[config.mk]
export PLATFORM = sky130hd
export DESIGN_NAME = pidsl_out
export DESIGN_NICKNAME = d
export VERILOG_FILES = /design/src/hdl/pidsl_pkg.sv /design/src/hdl/pidsl_out.sv
export SDC_FILE = /design/constraint.sdc
export NUM_CORES = 1
export LEC_CHECK = 0
export BUFFER_PORTS_ARGS = -buffer_cell sky130_fd_sc_hd__clkbuf_2
export CORE_MARGIN = 8
export CORE_UTILIZATION = 45
export CTS_BUF_LIST = sky130_fd_sc_hd__clkbuf_4 sky130_fd_sc_hd__clkbuf_8 sky130_fd_sc_hd__clkbuf_16
export DETAILED_ROUTE_END_ITERATION = 10
export GPL_TIMING_DRIVEN = 1
export PLACE_DENSITY = 0.72
export SLEW_MARGIN = 20
export SYNTH_ARGS = -nofsm -noshare
export SYNTH_HDL_FRONTEND = slang
export SYNTH_SLANG_ARGS = --single-unit
[constraint.sdc]
create_clock -name i_clk -period 13.9 [get_ports i_clk]
set_input_delay 2.78 -clock i_clk [delete_from_list [all_inputs] [get_ports i_clk]]
set_output_delay 2.78 -clock i_clk [all_outputs]
set_load 0.03 [all_outputs]
[src/hdl/pidsl_pkg.sv]
// Package for the position PID core with slew-limited velocity output.
// Holds field widths, register indexes, reset values and shared types.
// No dependencies.
package pidsl_pkg;

    localparam int GAIN_FRAC_DEF  = 16;
    localparam int INTEGRAL_W_DEF = 32;

    localparam int POS_W      = 24;
    localparam int ERR_W      = 25;
    localparam int DER_W      = 26;
    localparam int GAIN_W     = 24;
    localparam int WIN_W      = 23;
    localparam int VEL_LIM_W  = 10;
    localparam int TOL_W      = 16;
    localparam int STEP_W     = 10;
    localparam int VEL_W      = 11;
    localparam int SLEW_W     = VEL_W + 2;
    localparam int CFG_DATA_W = 24;
    localparam int CFG_IDX_W  = 3;

    localparam int P_W           = GAIN_W + 1 + ERR_W;
    localparam int D_W           = GAIN_W + 1 + DER_W;
    localparam int PD_W          = D_W + 1;
    localparam int TERM_SAT_LOG2 = 60;
    localparam int ITERM_W       = TERM_SAT_LOG2 + 2;
    localparam int TOT_W         = ITERM_W + 1;

    localparam int STAGES = 6;

    localparam logic [CFG_IDX_W-1:0] CFG_GOAL      = 3'd0;
    localparam logic [CFG_IDX_W-1:0] CFG_GAIN_P    = 3'd1;
    localparam logic [CFG_IDX_W-1:0] CFG_GAIN_I    = 3'd2;
    localparam logic [CFG_IDX_W-1:0] CFG_GAIN_D    = 3'd3;
    localparam logic [CFG_IDX_W-1:0] CFG_WINDOW    = 3'd4;
    localparam logic [CFG_IDX_W-1:0] CFG_VEL_LIMIT = 3'd5;
    localparam logic [CFG_IDX_W-1:0] CFG_TOLERANCE = 3'd6;
    localparam logic [CFG_IDX_W-1:0] CFG_SLEW_STEP = 3'd7;

    localparam logic [POS_W-1:0]     RST_GOAL      = 24'd0;
    localparam logic [GAIN_W-1:0]    RST_GAIN_P    = 24'd49152;
    localparam logic [GAIN_W-1:0]    RST_GAIN_I    = 24'd33;
    localparam logic [GAIN_W-1:0]    RST_GAIN_D    = 24'd66;
    localparam logic [WIN_W-1:0]     RST_WINDOW    = 23'd300;
    localparam logic [VEL_LIM_W-1:0] RST_VEL_LIMIT = 10'd70;
    localparam logic [TOL_W-1:0]     RST_TOLERANCE = 16'd4;
    localparam logic [STEP_W-1:0]    RST_SLEW_STEP = 10'd10;

    typedef struct packed {
        logic [POS_W-1:0]     goal_position;
        logic [GAIN_W-1:0]    gain_p;
        logic [GAIN_W-1:0]    gain_i;
        logic [GAIN_W-1:0]    gain_d;
        logic [WIN_W-1:0]     integral_window;
        logic [VEL_LIM_W-1:0] velocity_limit;
        logic [TOL_W-1:0]     done_tolerance;
        logic [STEP_W-1:0]    slew_step;
    } t_cfg;

    typedef struct packed {
        logic ld_out;
        logic ld_tgt;
        logic ld_sum;
        logic ld_mul;
        logic ld_err;
        logic ld_in;
    } t_load;

endpackage

[src/hdl/pidsl_out.sv]
// Output stages: truncate and clamp the loop sum to the velocity target,
// then step the commanded velocity toward it, or to zero when the target is zero. Depends on pidsl_pkg.
module pidsl_out
    import pidsl_pkg::*;
#(
    parameter int GAIN_FRACTION_BITS = GAIN_FRAC_DEF
) (
    input  logic                      i_clk,
    input  logic                      i_rst_n,
    input  t_load                     i_load,
    input  t_cfg                      i_cfg,
    input  logic signed [ITERM_W-1:0] i_iterm,
    input  logic signed [PD_W-1:0]    i_pd,
    input  logic                      i_goal_met,
    output logic [VEL_W-1:0]          o_velocity_command,
    output logic                      o_goal_met
);

    logic signed [VEL_W-1:0]  r_target;
    logic                     r_met4;
    logic signed [VEL_W-1:0]  r_cv;
    logic                     r_met5;

    logic signed [TOT_W-1:0]  w_total;
    logic [TOT_W-1:0]         w_tmag;
    logic [TOT_W-1:0]         w_q;
    logic [VEL_LIM_W-1:0]     w_qlim;
    logic signed [VEL_W-1:0]  w_qpos;
    logic signed [VEL_W-1:0]  n_target;
    logic signed [SLEW_W-1:0] w_cv;
    logic signed [SLEW_W-1:0] w_tg;
    logic signed [SLEW_W-1:0] w_step;
    logic signed [SLEW_W-1:0] w_up;
    logic signed [SLEW_W-1:0] w_dn;
    logic signed [SLEW_W-1:0] w_next;

    always_comb begin
        w_total = $signed({{(TOT_W-ITERM_W){i_iterm[ITERM_W-1]}}, i_iterm})
                + $signed({{(TOT_W-PD_W){i_pd[PD_W-1]}}, i_pd});
        w_tmag  = w_total[TOT_W-1] ? $unsigned(-w_total) : $unsigned(w_total);
        w_q     = w_tmag >> GAIN_FRACTION_BITS;
        w_qlim  = (w_q > TOT_W'(i_cfg.velocity_limit)) ? i_cfg.velocity_limit
                                                       : w_q[VEL_LIM_W-1:0];
        w_qpos  = $signed({1'b0, w_qlim});
        n_target = w_total[TOT_W-1] ? -w_qpos : w_qpos;
    end

    always_comb begin
        w_cv   = SLEW_W'(r_cv);
        w_tg   = SLEW_W'(r_target);
        w_step = $signed(SLEW_W'(i_cfg.slew_step));
        w_up   = w_cv + w_step;
        w_dn   = w_cv - w_step;
        if (r_target == '0) begin
            w_next = '0;
        end else if (w_cv < w_tg) begin
            w_next = (w_up > w_tg) ? w_tg : w_up;
        end else if (w_cv > w_tg) begin
            w_next = (w_dn < w_tg) ? w_tg : w_dn;
        end else begin
            w_next = w_cv;
        end
    end

    always_ff @(posedge i_clk) begin
        if (!i_rst_n) begin
            r_cv <= '0;
        end else if (i_load.ld_out) begin
            r_cv <= w_next[VEL_W-1:0];
        end
    end

    always_ff @(posedge i_clk) begin
        if (i_load.ld_tgt) begin
            r_target <= n_target;
            r_met4   <= i_goal_met;
        end
        if (i_load.ld_out) begin
            r_met5 <= r_met4;
        end
    end

    assign o_velocity_command = r_cv;
    assign o_goal_met         = r_met5;

endmodule

Word level (Yosys, flattened, before mapping)
Cells that the tools add are included.
{ "totals": {"elab_cells": 26, "register_bits": 24, "output_inout_bits": 12} }
{ "op_classes": {"reduce_logical": 3, "n_mux": 8, "magnitude_cmp": 5, "addsub": 5} }
{ "op_table": {"columns": ["operator", "count"], "rows": [
  ["$add A62 B52 Y63", 1],
  ["$mux W63", 1],
  ["$neg A63 Y63", 1],
  ["$mux W11", 5],
  ["$gt A47 B10 Y1", 1],
  ["$mux W10", 2],
  ["$add A11 B11 Y12", 1],
  ["$gt A12 B11 Y1", 1],
  ["$lt A12 B11 Y1", 1],
  ["$sub A11 B11 Y12", 1],
  ["$gt A11 B11 Y1", 1],
  ["$logic_not A11 Y1", 1],
  ["$lt A11 B11 Y1", 1],
  ["$neg A10 Y11", 1],
  ["$reduce_bool A3 Y1", 1],
  ["$reduce_and A2 Y1", 1]
]} }

Depth between registers and ports, before layout
Gate-level depths: netlist of run 1.
{ "depth": {"word_depth": 7, "depth_mapped": 36} }

Worst setup path before layout of run 1
Ideal clock, no wire load.
{ "synth_path": {"path_type": "input to register", "startpoint": "input i_iterm[0]", "endpoint": "register r_target[10] (data pin)", "t_arrival_ps": 10106, "n_path_buf": 3, "cell_stages": 34, "slack_ps": 3524, "cell_sequence": "ha_1 fa_1 a21o_1 a221o_1 a22oi_1 a2111oi_0 nor3b_1 o41a_1 clkbuf_1 clkbuf_1 o21ai_0 xnor2_1 ha_1 nor2b_1 o21a_1 o21a_1 o21a_1 o21ai_0 a21oi_1 a2111oi_0 o22ai_1 or4_1 o21ai_0 and4b_1 o2111ai_1 a2111oi_4 buf_6 mux2i_1 ha_1 inv_1 nor3_1 nand3_1 o31ai_1 a21oi_1"} }
{ "synth_via": {"elab_chain_cells": 6} }
{ "synth_lines": {"columns": ["element", "line", "rtl"], "rows": [
  ["start, declared", "pidsl_out.sv:12", "input logic signed [ITERM_W-1:0] i_iterm,"],
  ["$add A62 B52 Y63 (*)", "pidsl_out.sv:39", "+ $signed({{(TOT_W-PD_W){i_pd[PD_W-1]}}, i_pd});"],
  ["$neg A63 Y63", "pidsl_out.sv:40", "w_tmag = w_total[TOT_W-1] ? $unsigned(-w_total) : $unsigned(w_total);"],
  ["$mux W63", "pidsl_out.sv:40", null],
  ["$gt A47 B10 Y1", "pidsl_out.sv:42", "w_qlim = (w_q > TOT_W'(i_cfg.velocity_limit)) ? i_cfg.velocity_limit"],
  ["$mux W10", "pidsl_out.sv:42", null],
  ["$neg A10 Y11", "pidsl_out.sv:45", "n_target = w_total[TOT_W-1] ? -w_qpos : w_qpos;"],
  ["end signal, assigned", "pidsl_out.sv:75", "r_target <= n_target;"],
  ["end, declared", "pidsl_out.sv:19", "logic signed [VEL_W-1:0] r_target;"]
]} }
Every way passes the cells marked *; elsewhere a longest branch is shown, timed or not.
A chain may end at the register's enable or synchronous reset.

Final worst setup path of run 1
Same ends and word-level chain as after synthesis.

==> impl_metrics.yaml, run 1 <==
outcome:
  status: "complete, no violations"
detailed_routing:
  vias: 11300
  drc: 0
  totalWireLength_mm: 32.3
  dr.pass1.iters: 7
  antenna_left: 0
  viasPerCell: 6.41
  drt_iter0_drc: 1110
  wl_per_cell_um: 18.2
worst_setup_path:
  crit_slowest_cell: "nor3b_1"
  critPathCapture: "r_target[10]"
  r2r_end: "o_velocity_command[0]"
  crit_required_ns: 13.90
  r2r-start: "o_velocity_command[0]"
  rrSetupSlack_ns: 9.36
  end_kind: "flop"
  cp_max_fo: 36
  crit_path_start: "i_iterm[0]"
  crit_arrival_ns: 11.51
  critPathKind: "in -> reg"
  rr_worst_depth: 24
  cp_slowest_stage_delay_ns: 0.68
  start_kind: "primary input"
min_path:
  hold_path_class: "reg -> reg"
  min_from: "r_met4"
global_route:
  grt_pass1_vias: 10700
  grt_max_degree: 37
  antenna_found_initial: 0
  grt_util_all_layers_pct: 23.0
  grt_pass1_wl_mm: 51.8
  grt_overflow: 0
cts:
  clkLatencyLatePin_ns: 0.26
  cts_hold_buffers: 0
  cts_tree: "done"
  clock-sinks: 24
  cts_setup_buffers: 0
  root_buffer: "clkbuf_16"
  clockBufferDepth: 2
  numCtsBuffers: 3
  htreeDepth: 1
  ctsResizeCount: 0
  clk_pin_slew_worst_paths_ns: 0.07
yosys:
  synth-edff-count: 13
  syn_inst: 1405
  synth_async_sr_flop_share_pct: 0
  syn_area_um2: 9640
  avgSynthCellArea_um2: 6.86
  synth_nets: 1813
  yosysSeqAreaShare_pct: 6.34
  yosysUniqueCellTypes: 85
  yosysWarnings: 0
  synth_flop_cell: "edfxtp_1"
  ys_seq_elements: 24
flow_run:
  cap_violations: 0
floorplan:
  ios: 290
  dieArea_um2: 26400
  fp.dieW_um: 162
  die_h_um: 162
  start_util_pct: 45.8
  coreArea_um2: 21000
  rows: 53
finish:
  fillers: 2125
  drive_above_1_share_pct: 12.7
  stdcell_count: 1769
  synthToLayoutAreaGrowth_pct: 9.96
  multi_input_area_um2: 8450
  fin_nets: 1903
  diodes: 0
  area.sequential_um2: 611
  utilization_pct: 50.4
power_and_ir_drop:
  ir_drop_mv: 0.0757
  leakage_nw: 4.62
  powerDensity_nw_per_um2: 109
  total_power_mw: 1.15
sta:
  slew_violations: 0
  worst_clock_skew_ns: 0.00107
  hold_viol: 0
  rsz0062_at_grt: "false"
  finalCriticalPeriod_ns: 11.50
  fin_crit_sh_pct: 82.8
  setup_slack_ns: 2.40
  max_freq_mhz: 86.9
  slew_headroom_pct: 17.8
  worst_pin_slew_ns: 1.22
  setup_violations: 0
  tns_ns: 0
place:
  dpl.hpwl_mm: 26.9
  port_buffers: 150
  gp_congestion: 0.962
  place_inst: 1765
  pre_cts_ws_ns: 2.22
## cell families (layout without fill, tap and decap cells)
logic type / after synthesis / in the layout / share of synthesized area, %
adders and majority gates: 130 / 130 / 17.1
xor gates and xnor gates: 69 / 69 / 6.27
AOI/OAI and AO/OA: 513 / 513 / 35.8
DFF: 24 / 24 / 6.34
buffers and inverters: 148 / 237 / 6.06
muxes: 15 / 15 / 1.60
and+or+nand+nor: 506 / 506 / 26.8
## synth_stat cells (6+ instances only)
cell type	instances	share of area, %
nand2_1	140	5.5
a21oi_1	131	6.8
ha_1	127	16
nor2_1	111	4.3
o21ai_0	85	4.4
inv_1	78	3.0
nand4_1	56	3.6
clkbuf_1	54	2.1
xnor2_1	50	4.5
o21a_1	43	3.4
a21o_1	40	3.1
nor3_1	37	1.9
nand3_1	30	1.6
o21bai_1	20	1.6
xor2_1	19	1.7
a22oi_1	18	1.4
o211ai_1	17	1.3
or3_1	15	0.97
a31oi_1	14	0.91
nor4_1	14	0.91
a211oi_1	13	1.0
and2_1	13	0.84
and3_1	13	0.84
and4_1	13	1.2
edfxtp_1	13	4.1
mux2i_1	12	1.2
or4_1	12	0.93
a221oi_1	11	1.0
buf_2	11	0.57
dfxtp_1	11	2.3
a2111oi_0	10	0.91
o31ai_1	9	0.70
nand2b_1	8	0.52
nor2b_1	8	0.52
o2111ai_1	8	0.73
o21ai_1	8	0.42
or2_2	8	0.52
a21boi_0	7	0.55
a22o_1	7	0.64
nand3b_1	7	0.55
o41ai_1	7	0.64
a211o_1	6	0.55
a31o_2	6	0.55
o221ai_1	6	0.55
o22ai_1	6	0.39
## worst max-delay path: cells and delay by family
| kind | cells | cell delay [ns] |
|---|---|---|
| AO/OA/AOI/OAI | 18 | 4.02 |
| adder cells (fa/ha/maj) | 4 | 1.20 |
| AND/OR/NAND/NOR | 6 | 2.14 |
| multiplexers | 1 | 0.27 |
| XOR/XNOR | 1 | 0.29 |
| buffers and inverters | 4 | 0.80 |
## placed cells by master, fill, tap and decap left out, drive strengths merged, types with 14 or more instances in the layout
| cell type | n |
|---|---|
| a22oi | 18 |
| a21o | 40 |
| nor2 | 111 |
| or3 | 15 |
| o21a | 43 |
| nand4 | 57 |
| inv | 78 |
| o21bai | 20 |
| nand3 | 31 |
| nand2 | 140 |
| clkbuf | 153 |
| xnor2 | 50 |
| ha | 127 |
| o211ai | 17 |
| nor4 | 14 |
| nor3 | 38 |
| xor2 | 19 |
| a31oi | 14 |
| a211oi | 14 |
| a21oi | 131 |
| o21ai | 93 |
## metal layers
layer | track usage, % | up-vias | routed length (um)
met4 | 6.94 | 0 | 865
li1 | - | 5525 | -
met3 | 1.79 | 72 | 1860
met1 | 31.3 | 5256 | 14900
met2 | 38.1 | 481 | 14600
met5 | 0 | - | 0
## final cells by class
| type | instances | share of cell area, % |
|---|---|---|
| flip-flops and latches | 24 | 5.76 |
| repair buffers | 155 | 7.44 |
| well taps | 275 | 3.25 |
| clock buffers | 3 | 0.709 |
| inverters | 78 | 2.76 |
| multi-input cells | 1233 | 79.8 |
| clock inverters | 1 | 0.283 |
## sequential cells by signal, summed over array words and instances, names as in the netlist
| register | cells |
|---|---|
| o_goal_met | 1 |
| r_target | 11 |
| o_velocity_command | 11 |
| r_met4 | 1 |
## worst min-delay path by stage
stage | to | slack (ns) | cells past startpoint
2_1_floorplan | o_goal_met | 0.40 | 0
3_3_place_gp | o_goal_met | 0.42 | 0
3_5_place_dp | o_goal_met | 0.42 | 0
4_1_cts | o_goal_met | 0.45 | 0
5_1_grt | o_goal_met | 0.46 | 0
6_report | o_goal_met | 0.45 | 0
## power by group
| group | leakage (nW) | switching, mW | internal [mW] |
|---|---|---|---|
| clock network | 0.0511 | 0.0275 | 0.0573 |
| logic | 4.35 | 0.571 | 0.373 |
| registers | 0.218 | 0.0276 | 0.0957 |
| total | 4.62 | 0.627 | 0.526 |
## through the flow
step                instance area (um^2)  hold WS (ns)
floorplan                           9640         0.400
global placement                   10500         0.420
detailed placement                 10500         0.423
CTS                                10600         0.452
global route                       10600         0.455
finish                             10600         0.449
Note: power is estimated with default switching activity, not from simulation.
==> run 2, diff against run 1 <==
PLACE_DENSITY = 0.75   (was 0.72)
clock period = 9.72 ns   (was 13.9 ns; I/O delays follow)
==> impl_metrics.yaml, run 2 (same netlist as run 1, synthesis figures left out) <==
outcome:
  status: "complete, no violations"
global_route:
  grt_overflow: 0
  antenna_found_initial: 0
  grt_max_degree: 31
  grt_use_met1_pct: 32.1
  grtUsageMet2_pct: 39.9
  grt_busiest_layer: "met2"
  met3_usage_pct: 1.87
  grt_pass1_vias: 10900
  grt_pass1_wl_mm: 53.4
  grt_util_all_layers_pct: 23.8
worst_setup_path:
  end_kind: "flop"
  start_kind: "primary input"
  critPathKind: "in -> reg"
  cp_slowest_stage_delay_ns: 0.73
  rr_worst_depth: 24
  crit_top_cell: "buf_4"
  crit_arrival_ns: 9.42
  cp_max_fo: 7
  crit_required_ns: 9.73
  crit_slowest_cell: "a2111oi_0"
detailed_routing:
  vias: 11600
  wl_per_cell_um: 18.0
  totalWireLength_mm: 32.7
  dr.pass1.iters: 5
  drc: 0
  drt_iter0_drc: 1123
  viasPerCell: 6.35
  antenna_left: 0
power_and_ir_drop:
  p_sw_share_pct: 53.6
  p_seq_share_pct: 10.5
  p_clk_share_pct: 7.2
  powerDensity_nw_per_um2: 153
  combPwrFrac_pct: 82.3
  leakage_nw: 4.87
  p_sw_mw: 0.903
  p_int_mw: 0.781
  ir_drop_mv: 0.119
sta:
  setup_violations: 0
  whs_ns: 0.440
  worst_clock_skew_ns: 0.00506
  slew_headroom_pct: 39.1
  fin_crit_sh_pct: 96.8
  rsz0062_at_grt: "false"
  finalCriticalPeriod_ns: 9.41
  setup_slack_ns: 0.313
  hold_viol: 0
  max_freq_mhz: 106
  slew_violations: 0
  worst_pin_slew_ns: 0.912
cts:
  clockBufferDepth: 2
  cts_tree: "done"
  root_buffer: "clkbuf_16"
  clk_pin_slew_worst_paths_ns: 0.07
  clkLatencyLatePin_ns: 0.26
  numCtsBuffers: 3
  htreeDepth: 1
  clock-sinks: 24
flow_run:
  cap_violations: 0
finish:
  diodes: 0
  final_cell_mix: "clkbuf_2 (150), nand2_1 (140), a21oi_1 (130)"
  mostFrequentLayoutCell: "clkbuf_2"
  drive_above_1_share_pct: 16.0
  final_cell_area_um2: 11000
  synthToLayoutAreaGrowth_pct: 14.2
  fin_nets: 1953
floorplan:
  dieArea_um2: 26400
  coreArea_um2: 21000
  rows: 53
  fp.dieW_um: 162
  die_h_um: 162
  start_util_pct: 45.8
  ios: 290
place:
  placed_area_um2: 10800
  port_buffers: 150
  dpl.hpwl_mm: 27.8
  pre_cts_ws_ns: -0.0492
  gp_congestion: 0.981
min_path:
  hold_path_class: "reg -> reg"
  whs_path_depth: 0
## run 2: repair_timing
item                                   CTS  global route
setup buffers                            0             5
setup endpoints to repair                0             4
hold buffers                             0             0
endpoints found under the hold margin    0             0
gates resized for setup                  0            10
## run 2: worst max-delay path: cells and delay by family
kind                       cells  cell delay [ns]
xor gates and xnor gates       1             0.11
muxes                          1             0.24
adders and majority gates      3             0.88
buffers and inverters          6             0.86
AOI/OAI and AO/OA             18             4.16
and+or+nand+nor                5             1.21
## run 2: power by group through the flow
stage	logic [mW]	clock network (mW)	registers, mW
CTS	1.35	0.121	0.176
global route	1.54	0.127	0.181
finish	1.39	0.122	0.176
global placement	1.32	0	0.177
floorplan	0.951	0	0.202
detailed placement	1.34	0	0.178
## run 2: metrics by stage
stage                     total power [mW]  TNS (ns)  util, %  instances
after floorplan                       1.15         0        -       1405
after global placement                1.49   -0.0776     51.5       1810
after detailed placement              1.52   -0.0510     51.5       1810
after CTS                             1.65         0     52.0       1814
after global routing                  1.84         0     52.4       1819
final                                 1.68         0     52.4       1819
## run 2: cell type report
| class | count | area, um^2 |
|---|---|---|
| Clock inverter | 1 | 30.0 |
| Timing Repair Buffer | 205 | 1160 |
| Fill cell | 2106 | 10000 |
| Tap cell | 275 | 344 |
| Multi-Input combinational cell | 1233 | 8490 |
| Inverter | 78 | 293 |
| Clock buffer | 3 | 75.1 |
| Sequential cell | 24 | 611 |
## run 2: path summary, 6_finish.rpt
path	start	end	slack (ns)
setup / recovery	i_iterm[7]	r_target[10]	0.31
hold / removal	r_met4	o_goal_met	0.44
setup reg to reg	o_velocity_command[0]	o_velocity_command[9]	5.06
hold reg to reg	r_met4	o_goal_met	0.44
## run 2: routing by layer
layer / wire length, um / vias to the layer above
met3: 2210 / 65
li1: - / 5625
met2: 15000 / 506
met5: 0 / -
met4: 821 / 0
met1: 14700 / 5355
