**config.mk**
```make
export PLATFORM = sky130hd
export DESIGN_NAME = pidsl_err
export DESIGN_NICKNAME = d
export VERILOG_FILES = /design/src/hdl/pidsl_pkg.sv /design/src/hdl/pidsl_err.sv
export SDC_FILE = /design/constraint.sdc
export NUM_CORES = 1
export LEC_CHECK = 0
export ABC_AREA = 1
export BUFFER_PORTS_ARGS = -buffer_cell sky130_fd_sc_hd__buf_2
export CAP_MARGIN = 0
export CELL_PAD_IN_SITES_DETAIL_PLACEMENT = 0
export CELL_PAD_IN_SITES_GLOBAL_PLACEMENT = 2
export CORE_ASPECT_RATIO = 1.2
export CORE_MARGIN = 1.5
export CORE_UTILIZATION = 29
export CTS_CLUSTER_DIAMETER = 200
export DETAILED_ROUTE_END_ITERATION = 12
export GPL_ROUTABILITY_DRIVEN = 0
export HOLD_SLACK_MARGIN = 0.06
export PLACE_DENSITY = 0.91
export SLEW_MARGIN = 20
export SYNTH_ARGS = -nofsm -noshare
export SYNTH_HDL_FRONTEND = slang
export SYNTH_SLANG_ARGS = --single-unit
```
**constraint.sdc**
```tcl
create_clock -name i_clk -period 5.3 [get_ports i_clk]
set_clock_uncertainty 0.1 [all_clocks]
set_input_delay 0.53 -clock i_clk [delete_from_list [all_inputs] [get_ports i_clk]]
set_output_delay 0.53 -clock i_clk [all_outputs]
set_load 0.02 [all_outputs]
```
**src/hdl/pidsl_pkg.sv**
```systemverilog
// Package for the position PID core with slew-limited velocity output.
// Holds field widths, register indexes, reset values and shared types.
// No dependencies.
package pidsl_pkg;

    localparam int GAIN_FRAC_DEF  = 16;
    localparam int INTEGRAL_W_DEF = 32;

    localparam int POS_W      = 24;
    localparam int ERR_W      = 25;
    localparam int DER_W      = 26;
    localparam int GAIN_W     = 24;
    localparam int WIN_W      = 23;
    localparam int VEL_LIM_W  = 10;
    localparam int TOL_W      = 16;
    localparam int STEP_W     = 10;
    localparam int VEL_W      = 11;
    localparam int SLEW_W     = VEL_W + 2;
    localparam int CFG_DATA_W = 24;
    localparam int CFG_IDX_W  = 3;

    localparam int P_W           = GAIN_W + 1 + ERR_W;
    localparam int D_W           = GAIN_W + 1 + DER_W;
    localparam int PD_W          = D_W + 1;
    localparam int TERM_SAT_LOG2 = 60;
    localparam int ITERM_W       = TERM_SAT_LOG2 + 2;
    localparam int TOT_W         = ITERM_W + 1;

    localparam int STAGES = 6;

    localparam logic [CFG_IDX_W-1:0] CFG_GOAL      = 3'd0;
    localparam logic [CFG_IDX_W-1:0] CFG_GAIN_P    = 3'd1;
    localparam logic [CFG_IDX_W-1:0] CFG_GAIN_I    = 3'd2;
    localparam logic [CFG_IDX_W-1:0] CFG_GAIN_D    = 3'd3;
    localparam logic [CFG_IDX_W-1:0] CFG_WINDOW    = 3'd4;
    localparam logic [CFG_IDX_W-1:0] CFG_VEL_LIMIT = 3'd5;
    localparam logic [CFG_IDX_W-1:0] CFG_TOLERANCE = 3'd6;
    localparam logic [CFG_IDX_W-1:0] CFG_SLEW_STEP = 3'd7;

    localparam logic [POS_W-1:0]     RST_GOAL      = 24'd0;
    localparam logic [GAIN_W-1:0]    RST_GAIN_P    = 24'd49152;
    localparam logic [GAIN_W-1:0]    RST_GAIN_I    = 24'd33;
    localparam logic [GAIN_W-1:0]    RST_GAIN_D    = 24'd66;
    localparam logic [WIN_W-1:0]     RST_WINDOW    = 23'd300;
    localparam logic [VEL_LIM_W-1:0] RST_VEL_LIMIT = 10'd70;
    localparam logic [TOL_W-1:0]     RST_TOLERANCE = 16'd4;
    localparam logic [STEP_W-1:0]    RST_SLEW_STEP = 10'd10;

    typedef struct packed {
        logic [POS_W-1:0]     goal_position;
        logic [GAIN_W-1:0]    gain_p;
        logic [GAIN_W-1:0]    gain_i;
        logic [GAIN_W-1:0]    gain_d;
        logic [WIN_W-1:0]     integral_window;
        logic [VEL_LIM_W-1:0] velocity_limit;
        logic [TOL_W-1:0]     done_tolerance;
        logic [STEP_W-1:0]    slew_step;
    } t_cfg;

    typedef struct packed {
        logic ld_out;
        logic ld_tgt;
        logic ld_sum;
        logic ld_mul;
        logic ld_err;
        logic ld_in;
    } t_load;

endpackage

```
**src/hdl/pidsl_err.sv**
```systemverilog
// Input register and error stage: error, windowed saturating integral, derivative.
// Owns the integral and previous-error state. Depends on pidsl_pkg.
module pidsl_err
    import pidsl_pkg::*;
#(
    parameter int INTEGRAL_WIDTH = INTEGRAL_W_DEF
) (
    input  logic                             i_clk,
    input  logic                             i_rst_n,
    input  t_load                            i_load,
    input  t_cfg                             i_cfg,
    input  logic [POS_W-1:0]                 i_encoder_position,
    input  logic                             i_start_move,
    output logic signed [ERR_W-1:0]          o_err,
    output logic signed [DER_W-1:0]          o_deriv,
    output logic signed [INTEGRAL_WIDTH-1:0] o_integral,
    output logic                             o_goal_met
);

    localparam int SUM_W = INTEGRAL_WIDTH + 2;
    localparam logic signed [SUM_W-1:0] IMAX =
        {{(SUM_W-INTEGRAL_WIDTH+1){1'b0}}, {(INTEGRAL_WIDTH-1){1'b1}}};
    localparam logic signed [SUM_W-1:0] IMIN =
        {{(SUM_W-INTEGRAL_WIDTH+1){1'b1}}, {(INTEGRAL_WIDTH-1){1'b0}}};

    logic [POS_W-1:0]                 r_pos;
    logic                             r_start;
    logic signed [INTEGRAL_WIDTH-1:0] r_integral;
    logic signed [ERR_W-1:0]          r_last_err;
    logic signed [DER_W-1:0]          r_deriv;
    logic                             r_met;

    logic signed [ERR_W-1:0]          w_goal;
    logic signed [ERR_W-1:0]          w_err;
    logic [ERR_W-1:0]                 w_emag;
    logic signed [INTEGRAL_WIDTH-1:0] w_base_int;
    logic signed [ERR_W-1:0]          w_base_last;
    logic signed [SUM_W-1:0]          w_sum;
    logic signed [SUM_W-1:0]          w_sat;
    logic signed [INTEGRAL_WIDTH-1:0] n_integral;
    logic signed [DER_W-1:0]          n_deriv;
    logic                             n_met;

    always_comb begin
        w_goal = $signed({i_cfg.goal_position[POS_W-1], i_cfg.goal_position});
        w_err  = w_goal - $signed({r_pos[POS_W-1], r_pos});
        w_emag = w_err[ERR_W-1] ? $unsigned(-w_err) : $unsigned(w_err);

        // start of a move: clear the integral, seed previous error with the goal
        w_base_int  = r_start ? '0 : r_integral;
        w_base_last = r_start ? w_goal : r_last_err;

        w_sum = $signed({{(SUM_W-INTEGRAL_WIDTH){w_base_int[INTEGRAL_WIDTH-1]}}, w_base_int})
              + $signed({{(SUM_W-ERR_W){w_err[ERR_W-1]}}, w_err});
        if (w_sum > IMAX) begin
            w_sat = IMAX;
        end else if (w_sum < IMIN) begin
            w_sat = IMIN;
        end else begin
            w_sat = w_sum;
        end

        if (w_emag < ERR_W'(i_cfg.integral_window)) begin
            n_integral = w_sat[INTEGRAL_WIDTH-1:0];
        end else begin
            n_integral = w_base_int;
        end

        n_deriv = $signed({w_err[ERR_W-1], w_err})
                - $signed({w_base_last[ERR_W-1], w_base_last});
        n_met   = w_emag < ERR_W'(i_cfg.done_tolerance);
    end

    always_ff @(posedge i_clk) begin
        if (!i_rst_n) begin
            r_integral <= '0;
            r_last_err <= '0;
        end else if (i_load.ld_err) begin
            r_integral <= n_integral;
            r_last_err <= w_err;
        end
    end

    always_ff @(posedge i_clk) begin
        if (i_load.ld_in) begin
            r_pos   <= i_encoder_position;
            r_start <= i_start_move;
        end
        if (i_load.ld_err) begin
            r_deriv <= n_deriv;
            r_met   <= n_met;
        end
    end

    assign o_err      = r_last_err;
    assign o_deriv    = r_deriv;
    assign o_integral = r_integral;
    assign o_goal_met = r_met;

endmodule

```
After elaboration in Yosys (flattened, before gate mapping):

Index checks and enable logic that the tools add are counted.

* bits in registers: 109
* output and inout bits: 84
* bits in read-only memories: 0
* memories kept: 0
* latch bits: 0
* memory bits (writable): 0

* div/mod/pow operators: 0
* $add $sub $neg: 4
* multiply operators: 0
* bitwise gates (word level): 0
* reductions and logical operators: 0
* equality and inequality tests: 0
* shift operators: 0
* magnitude comparators: 4
* mux-type cells: 6

Operators by type and width (count)
* $mux W32: 4
* $mux W25: 2
* $add A32 B25 Y33: 1
* $gt A33 B32 Y1 const B: 1
* $lt A33 B32 Y1 const B: 1
* $sub A25 B25 Y26: 1
* $lt A25 B16 Y1: 1
* $lt A25 B23 Y1: 1
* $neg A25 Y25: 1
* $sub A24 B24 Y25: 1

Depth between registers and ports, before layout:

Gate-level depths: netlist (run 1).

* depth in word-level cells: 6
* mapped depth: 34
* gate-level depth less buffers: 33

Least setup slack after synthesis (run 1):

No wires, ideal clock.

* path kind: input port to flip-flop
* start point: input port i_cfg[142] (netlist bit)
* end point: register r_integral[10], in the netlist o_integral[10]
* required time: 5.068 ns
* slack: 0.604 ns
* path buffers: 3
* data arrival time: 4.464 ns
* cell stages on the path: 29
* cell sequence: ha_1 > nand2_1 > nand2_1 > o21bai_1 > inv_2 > nor2_1 > o21ai_0 > nand4_1 > o21ai_1 > clkbuf_1 > clkbuf_1 > o31ai_1 > xnor2_1 > ha_1 > nand2_1 > nor2_1 > a211oi_1 > o21ai_0 > nand3_1 > a31oi_1 > o21bai_1 > nand2_1 > nor2_1 > nand2_4 > a21oi_4 > buf_6 > nand2_1 > nand2_1 > a21oi_1

* word-level cells in the longest chain between the ends: 6
* elaborated cells on any way between the ends: 10

RTL lines
* from (decl): RTL line pidsl_err.sv:11 `input t_cfg i_cfg,`
* $sub A24 B24 Y25 *: RTL line pidsl_err.sv:46 `w_err = w_goal - $signed({r_pos[POS_W-1], r_pos});`
* named net w_err[24]: RTL line pidsl_err.sv:34 `logic signed [ERR_W-1:0] w_err;`
* $add A32 B25 Y33: RTL line pidsl_err.sv:54 `+ $signed({{(SUM_W-ERR_W){w_err[ERR_W-1]}}, w_err});`
* $lt A33 B32 Y1: RTL line pidsl_err.sv:57 `end else if (w_sum < IMIN) begin`
* $mux W32: RTL line pidsl_err.sv:57
* $mux W32: RTL line pidsl_err.sv:55 `if (w_sum > IMAX) begin`
* $mux W32 *: RTL line pidsl_err.sv:63 `if (w_emag < ERR_W'(i_cfg.integral_window)) begin`
* to (signal assigned): RTL line pidsl_err.sv:79 `r_integral <= n_integral;`
* to (decl): RTL line pidsl_err.sv:28 `logic signed [INTEGRAL_WIDTH-1:0] r_integral;`

The timed path passes the listed nets; every way through them passes the cells marked *.
A chain may end at the register's enable or synchronous reset.

Final worst setup path (run 1):

* start point: register r_pos[0]
* end point: register r_integral[22], in the netlist o_integral[22]

* word-level cells in the longest chain between the ends: 6
* elaborated cells on any way between the ends: 10

RTL lines
* from (decl): RTL line pidsl_err.sv:26 `logic [POS_W-1:0] r_pos;`
* from (signal assigned): RTL line pidsl_err.sv:86 `r_pos <= i_encoder_position;`
* $sub A24 B24 Y25 *: RTL line pidsl_err.sv:46
* named net w_err[4]: RTL line pidsl_err.sv:34
* $add A32 B25 Y33: RTL line pidsl_err.sv:54
* $lt A33 B32 Y1: RTL line pidsl_err.sv:57
* $mux W32: RTL line pidsl_err.sv:57
* $mux W32: RTL line pidsl_err.sv:55
* $mux W32 *: RTL line pidsl_err.sv:63

Marks and branches as above.

==> run summary, run 1 <==
Status -> complete, no violations
Final Hold Fails -> 0
Most frequent cells in the layout -> 444 x nand2_1, 247 x inv_1, 175 x buf_2
EDFF count, synth -> 52
Peak supply drop -> 0.125 mV
Vias/cell -> 4.77
Core area -> 0.0360 mm^2
Synth Flop Type -> dfxtp_1
Clk sink count -> 109
Clock Path Buffers -> 2
Layout cells sized above 1 -> 18.0%
Fmax -> 201 MHz
Largest net degree at the start of global routing -> 57
Vias in the first global route -> 10.3k
Crit path max fanout -> 8
Residual DRC -> 0
Die area -> 0.0379 mm^2
Row count -> 76
WL/cell -> 16.2 um
Final min period -> 4.97 ns
Final max-slew violation count -> 0
Clock transition at path regs -> 0.09 ns
Chip height -> 213 um
TritonRoute pass-1 iters -> 5
TritonCTS clock tree -> done
Post-DP Area -> 0.0125 mm^2
Area growth syn-to-layout -> 21.8%
Async SR Flop Fraction -> 0%
Global-route wire length before repair -> 54900 um
Tcrit/Tclk final -> 93.7%
P per Cell Area -> 363 mW/mm^2
Commonest non-fill, non-tap cell in the layout -> nand2_1
Post-synthesis average cell area -> 6.73 um^2
Hold WC Path Type -> input pin to register
Routed wire length -> 37000 um
Final net count -> 2115
Fin Setup TNS -> 0 ns
Area contributors post-synth -> nand2_1 16%, edfxtp_1 15%, ha_1 14%, dfxtp_1 11%, inv_1 8.7%
IO Pins -> 272
Final HPWL DP -> 29900 um
Via count of the routed design -> 10.9k
H-tree depth -> 3
Sequential area share after synthesis -> 25.4%
Ant diodes -> 0
Top cell type's share of synthesized area -> 15.7%
CP max-delay cell -> edfxtp_1
Crit path DAT -> 5.07 ns
Syn Nets -> 1891
Max-cap viol count -> 0
Crit path launch type -> register
Setup crit end kind -> register
Initial antenna violation count -> 1
Clk Latency, worst-skew pair -> 0.37 ns
Final setup vio count -> 0
Hold_buf cts -> 0
Antenna viol nets, final -> 0
DP Worst Slack -> 0.0421 ns
Clock root cell -> clkbuf_16
Pleak -> 7.04 nW
Kind of critical path -> register to register
Finished Cell Area -> 0.0130 mm^2
Cells after synthesis -> 1583
Synth cell types -> 49
FF+latch count, synth -> 109
Die width -> 178 um
Cell area after synthesis -> 0.0107 mm^2
Relative slew slack -> 34.5%
TritonCTS Buffers -> 9
Worst path max stage delay -> 0.40 ns
Starting Density -> 29.6%
Initial drt markers -> 528
Overflow after GRT -> 0
Leading area contributor after synthesis -> nand2_1
Slew of the pin with the lowest slew margin -> 0.980 ns
Worst path required time -> 5.40 ns
Total track usage -> 19.1%
Synthesis Warnings -> 0
Final WS setup -> 0.334 ns
PortBufs -> 175
## final timing paths
path | to | start | slack, ns | depth (start not counted)
min reg2reg | o_integral[15] | o_integral[15] | 0.38 | 2
min | r_pos[22] | i_encoder_position[22] | 0.22 | 1
max | o_integral[22] | r_pos[0] | 0.33 | 30
max reg2reg | o_integral[22] | r_pos[0] | 0.33 | 30
## synth_stat cells, drive strengths merged (2+ instances only)
cell,n
nand2,460
inv,257
a21oi,171
ha,117
nor2,98
nand3,71
o21ai,68
xor2,62
dfxtp,57
edfxtp,52
nand4,23
clkbuf,22
nor3,17
xnor2,17
buf,15
a21o,11
mux2i,11
o211ai,9
a31oi,8
o21bai,8
a211oi,3
fa,3
nand3b,3
o311ai,3
o31ai,3
or2,3
and2,2
nor4,2
## cells by family after synthesis
group           share of synthesized area [%]
xor+xnor                                 6.85
fa+ha+maj                                14.3
flops                                    25.4
simple gates                             26.5
compound gates                           15.1
buf+inv                                  10.8
mux                                      1.03
## cell type report
cell class | count | area, um^2
Clock buffer | 9 | 225
Clock inverter | 7 | 85.1
Tap cell | 468 | 586
Inverter | 257 | 965
Multi-Input combinational cell | 1180 | 6890
Fill cell | 3897 | 23100
Timing Repair Buffer | 250 | 1530
Sequential cell | 109 | 2700
## registers in the layout, summed over array words and instances, names as in the netlist
| name | count |
|---|---|
| o_goal_met | 1 |
| r_pos | 24 |
| o_err | 25 |
| o_deriv | 26 |
| r_start | 1 |
| o_integral | 32 |
## per-stage QoR
stage	cells	hold slack [ns]	utilization, %	total power, W
finish	2280	0.225	36.0	0.00471
detailed placement	2258	0.369	34.7	0.00391
floorplan	1583	0.457	-	0.00302
global placement	2258	0.367	34.7	0.00388
global route	2280	0.213	36.0	0.00511
CTS	2274	0.211	35.5	0.00466
## power by group
group | internal, W | switching [W]
Sequential | 0.00109 | 0.0000769
Combinational | 0.00106 | 0.00175
Clock | 0.000340 | 0.000391
## repair_timing
item	CTS	global route
hold endpoints to repair	0	0
buffers inserted	0	3
endpoints found under the setup margin	0	32
gates resized for setup	0	19
## worst max-delay path: cells and delay by family (launching register included)
family                     cells  cell delay (ns)
and+or+nand+nor               13             1.35
adders and majority gates      3             0.91
buffers and inverters          7             0.85
AOI/OAI and AO/OA              5             0.83
DFF                            1             0.40
xor gates and xnor gates       2             0.33
## layer usage
metal	wire [um]	vias to the layer above	global-route usage [%]	share of wire (%)
met5	9	-	0	0.024
met4	1420	2	8.64	3.8
met3	2000	56	2.14	5.4
met2	17600	290	32.9	48
met1	15900	4926	23.9	43
li1	-	5596	-	-
Note: power is estimated with default switching activity, not from simulation.
==> run 2: changes to the inputs <==
==> constraint.sdc (replaced) <==
create_clock -name i_clk -period 5.3 [get_ports i_clk]
set_clock_uncertainty 0.1 [all_clocks]
set_input_delay 1.06 -clock i_clk [delete_from_list [all_inputs] [get_ports i_clk]]
set_output_delay 1.06 -clock i_clk [all_outputs]
set_load 0.02 [all_outputs]
==> run summary, run 2 (same netlist as run 1, synthesis figures left out) <==
Status -> complete, no violations
Worst Hold Launch -> o_integral[16]
Worst path most repeated cell -> nand2_1
Via count of the routed design -> 11.6k
P per Cell Area -> 358 mW/mm^2
Multi-input gate area -> 0.00710 mm^2
Commonest non-fill, non-tap cell in the layout -> nand2_1
Residual DRC -> 0
Slew of the pin with the lowest slew margin -> 1.08 ns
Finished Cell Area -> 0.0147 mm^2
Worst R2R Start -> r_pos[0]
Hold_buf cts -> 0
Initial antenna violation count -> 0
IO Pins -> 272
Max-cap viol count -> 0
Final min period -> 5.24 ns
Peak supply drop -> 0.175 mV
Antenna viol nets, final -> 0
Core area -> 0.0360 mm^2
WHS Path Cells -> 2
Layout cells sized above 1 -> 27.9%
Final setup vio count -> 0
Crit path launch type -> input pin
H-tree depth -> 3
DP Worst Slack -> -0.561 ns
Clk Latency, worst-skew pair -> 0.39 ns
CP max-delay cell -> fa_2
Met1 usage -> 24.5%
Area growth syn-to-layout -> 37.8%
Tcrit/Tclk final -> 98.9%
RSZ-0062 raised after global routing -> true
TritonCTS clock tree -> done
Clk sink count -> 109
Clock transition at path regs -> 0.08 ns
Final max-slew violation count -> 0
Overflow after GRT -> 0
Ant diodes -> 0
Routed wire length -> 38300 um
Vias/cell -> 4.68
TritonRoute pass-1 iters -> 5
Clock root cell -> clkbuf_16
TritonCTS Buffers -> 9
Worst path required time -> 5.43 ns
Pleak -> 8.01 nW
Clock Path Buffers -> 2
Fill cells -> 3764
Post-DP Area -> 0.0138 mm^2
Global-route wire length before repair -> 58200 um
WL/cell -> 15.5 um
Die width -> 178 um
Die area -> 0.0379 mm^2
Final net count -> 2309
Largest register FFs -> 32
Routing usage on met2 -> 35.6%
Crit path launch -> i_cfg[131]
Worst path max stage delay -> 0.39 ns
Fmax -> 191 MHz
Grt peak-use layer -> met2
Vias in the first global route -> 11.1k
Final Hold Fails -> 0
Largest net degree at the start of global routing -> 65
Crit path DAT -> 5.37 ns
Total track usage -> 20.3%
Worst r2r path cells -> 31
GRT met3 Usage -> 2.10%
Final Util -> 40.7%
Final HPWL DP -> 31000 um
PortBufs -> 175
Most frequent cells in the layout -> 427 x nand2_1, 257 x buf_4, 243 x inv_1
Sequential Area -> 0.00270 mm^2
Chip height -> 213 um
Crit path max fanout -> 8
Final WS setup -> 0.0606 ns
Hold WC Path Type -> register to register
Initial drt markers -> 484
Relative slew slack -> 27.9%
Starting Density -> 29.6%
Kind of critical path -> input pin to register
Row count -> 76
Setup crit end kind -> register
-- run 2: cell count changes in the layout (fill, tap and decap cells not counted), sizes merged --
cell	delta
clkbuf	-1
buf	+195
clkinvlp	-1
inv	+1
-- run 2: metrics by stage --
stage / setup TNS (ns) / total power, W / std cells / hold WS (ns)
after CTS: 0 / 0.00516 / 2465 / 0.385
after global routing: -5.82 / 0.00568 / 2474 / 0.406
after floorplan: 0 / 0.00302 / 1583 / 0.457
final: 0 / 0.00525 / 2474 / 0.382
after detailed placement: -17.79 / 0.00430 / 2440 / 0.373
after global placement: -16.56 / 0.00427 / 2440 / 0.367
-- run 2: area by class of cell --
type                            instances  share of cell area (%)
Clock inverter                          7                   0.639
Tap cell                              468                    3.99
Sequential cell                       109                    18.4
Multi-Input combinational cell       1180                    48.4
Timing Repair Buffer                  444                    20.5
Clock buffer                            9                    1.53
Inverter                              257                    6.59
-- run 2: report_power, final --
group	internal, W	switching, W	total (W)
registers	0.00109	0.0000759	0.00117
clock network	0.000346	0.000399	0.000745
logic	0.00144	0.00190	0.00334
-- run 2: per-layer routing --
| metal | up-vias | wire length [um] | share of wire (%) |
|---|---|---|---|
| met2 | 276 | 18300 | 48 |
| met5 | - | 0 | 0 |
| met4 | 0 | 1830 | 4.8 |
| li1 | 5987 | - | - |
| met3 | 77 | 1690 | 4.4 |
| met1 | 5226 | 16500 | 43 |
-- run 2: worst paths after layout --
path                    endpoint  slack, ns
setup / recovery  o_integral[21]       0.06
hold / removal    o_integral[16]       0.38
setup reg to reg  o_integral[21]       0.36
hold reg to reg   o_integral[16]       0.38
-- run 2: repair_timing --
action | CTS | global route
gates cloned | 2 | 1
gates resized for setup | 17 | 67
endpoints found under the setup margin | 32 | 33
pin swaps | 6 | 22
buffers inserted | 7 | 11
-- run 2: worst max-delay path, delay by kind of cell --
kind,cells,cell delay (ns)
buf+inv,8,0.77
simple gates,15,1.63
compound gates,5,0.70
xor+xnor,2,0.36
fa+ha+maj,3,0.81
==> run 3: changes to the inputs <==
- CORE_UTILIZATION: 29 -> 26
- PLACE_DENSITY: 0.91 -> 0.87
- SETUP_SLACK_MARGIN: not set -> 0.5
- clock period: 5.3 -> 4.36 ns (I/O delays scaled with it)
==> run summary, run 3 (same netlist as run 1, synthesis figures left out) <==
Min Hold Slack -> 0.381 ns
Worst path most repeated cell -> nand2_1
Vias/cell -> 4.61
Status -> complete, but fails checks
Final max-slew violation count -> 0
Clock Path Buffers -> 2
Final Hold Fails -> 0
Hold WC Path Type -> register to register
WL/cell -> 15.7 um
Area growth syn-to-layout -> 54.9%
H-tree depth -> 3
Worst path max stage delay -> 0.38 ns
P per Cell Area -> 436 mW/mm^2
Final net count -> 2450
Ant diodes -> 0
Crit path DAT -> 4.93 ns
Dpl cells -> 2624
Setup crit end kind -> register
Final HPWL DP -> 33800 um
Max-cap viol count -> 0
Largest register FFs -> 32
TritonCTS Buffers -> 9
Commonest non-fill, non-tap cell in the layout -> nand2_1
Slew of the pin with the lowest slew margin -> 1.04 ns
Row count -> 81
Peak supply drop -> 0.226 mV
Starting Density -> 26.2%
Worst path required time -> 4.50 ns
Layout cells sized above 1 -> 36.8%
Final setup vio count -> 33
Total track usage -> 19.8%
Die width -> 188 um
Clock transition at path regs -> 0.08 ns
Fmax -> 209 MHz
Routed wire length -> 42200 um
Relative slew slack -> 30.6%
Core area -> 0.0406 mm^2
Kind of critical path -> input pin to register
Residual DRC -> 0
Tcrit/Tclk final -> 110%
Vias in the first global route -> 12.1k
Chip height -> 225 um
TritonCTS clock tree -> done
Antenna viol nets, final -> 0
Crit path launch type -> input pin
Violations in the final reports -> negative setup slack
Most frequent cells in the layout -> 404 x nand2_1, 384 x buf_4, 235 x inv_1
Pleak -> 8.85 nW
Final Util -> 40.6%
Via count of the routed design -> 12.4k
Initial antenna violation count -> 0
Final WS setup -> -0.433 ns
Initial drt markers -> 683
IO Pins -> 272
PortBufs -> 175
Global-route wire length before repair -> 64300 um
TritonRoute pass-1 iters -> 5
Power, Total -> 0.00720 W
Finished Layout Cells -> 2686
CP max-delay cell -> ha_2
Clk Latency, worst-skew pair -> 0.40 ns
Largest net degree at the start of global routing -> 56
Overflow after GRT -> 0
RSZ-0062 raised after global routing -> true
Clk sink count -> 109
Crit path max fanout -> 7
Final min period -> 4.79 ns
Die area -> 0.0422 mm^2
Clock root cell -> clkbuf_16
[run 3: repair_timing]
item                                    in CTS  in global routing
endpoints found under the setup margin      47                 48
hold buffers                                 0                  0
setup buffers                               27                 15
pin swaps                                   40                 40
cloned                                       3                  1
resized for setup                          115                 75
[run 3: area by class of cell]
class	count	area, um^2
Clock buffer	9	225
Clock inverter	7	71.3
Fill cell	4223	24100
Inverter	257	977
Multi-Input combinational cell	1180	7640
Sequential cell	109	2700
Tap cell	539	674
Timing Repair Buffer	585	4220
[run 3: worst paths after layout]
check,startpoint,end,slack [ns],depth (start not counted)
worst min-delay path,o_integral[13],o_integral[13],0.38,2
worst min register to register,o_integral[13],o_integral[13],0.38,2
worst max-delay path,i_cfg[139],o_integral[11],-0.43,29
worst max register to register,r_pos[0],o_integral[11],-0.30,27
[run 3: per-stage QoR]
stage	cell area (um^2)	setup TNS, ns	setup slack [ns]
4_1_cts	16100	-12.16	-0.387
3_5_place_dp	14900	-38.86	-1.10
2_1_floorplan	10800	-9.45	-0.313
6_report	16500	-13.34	-0.433
5_1_grt	16500	-23.54	-0.731
3_3_place_gp	14900	-40.86	-1.18
[run 3: metal layers]
layer	GRT usage [%]	up-vias	part of all wire [%]
met5	0	-	0
met4	8.03	0	3.4
met3	2.56	61	4.2
met2	35.8	323	50
met1	23.5	5714	43
li1	-	6279	-
[run 3: critical path: cells and delay by family]
family,cells,cell delay [ns]
fa+ha+maj,2,0.69
simple gates,16,1.51
compound gates,3,0.65
buf+inv,7,1.04
xor+xnor,1,0.17
[run 3: power breakdown]
part           internal, W  switching, W
sequential         0.00133     0.0000973
clock             0.000403      0.000477
combinational      0.00231       0.00259
total              0.00404       0.00317
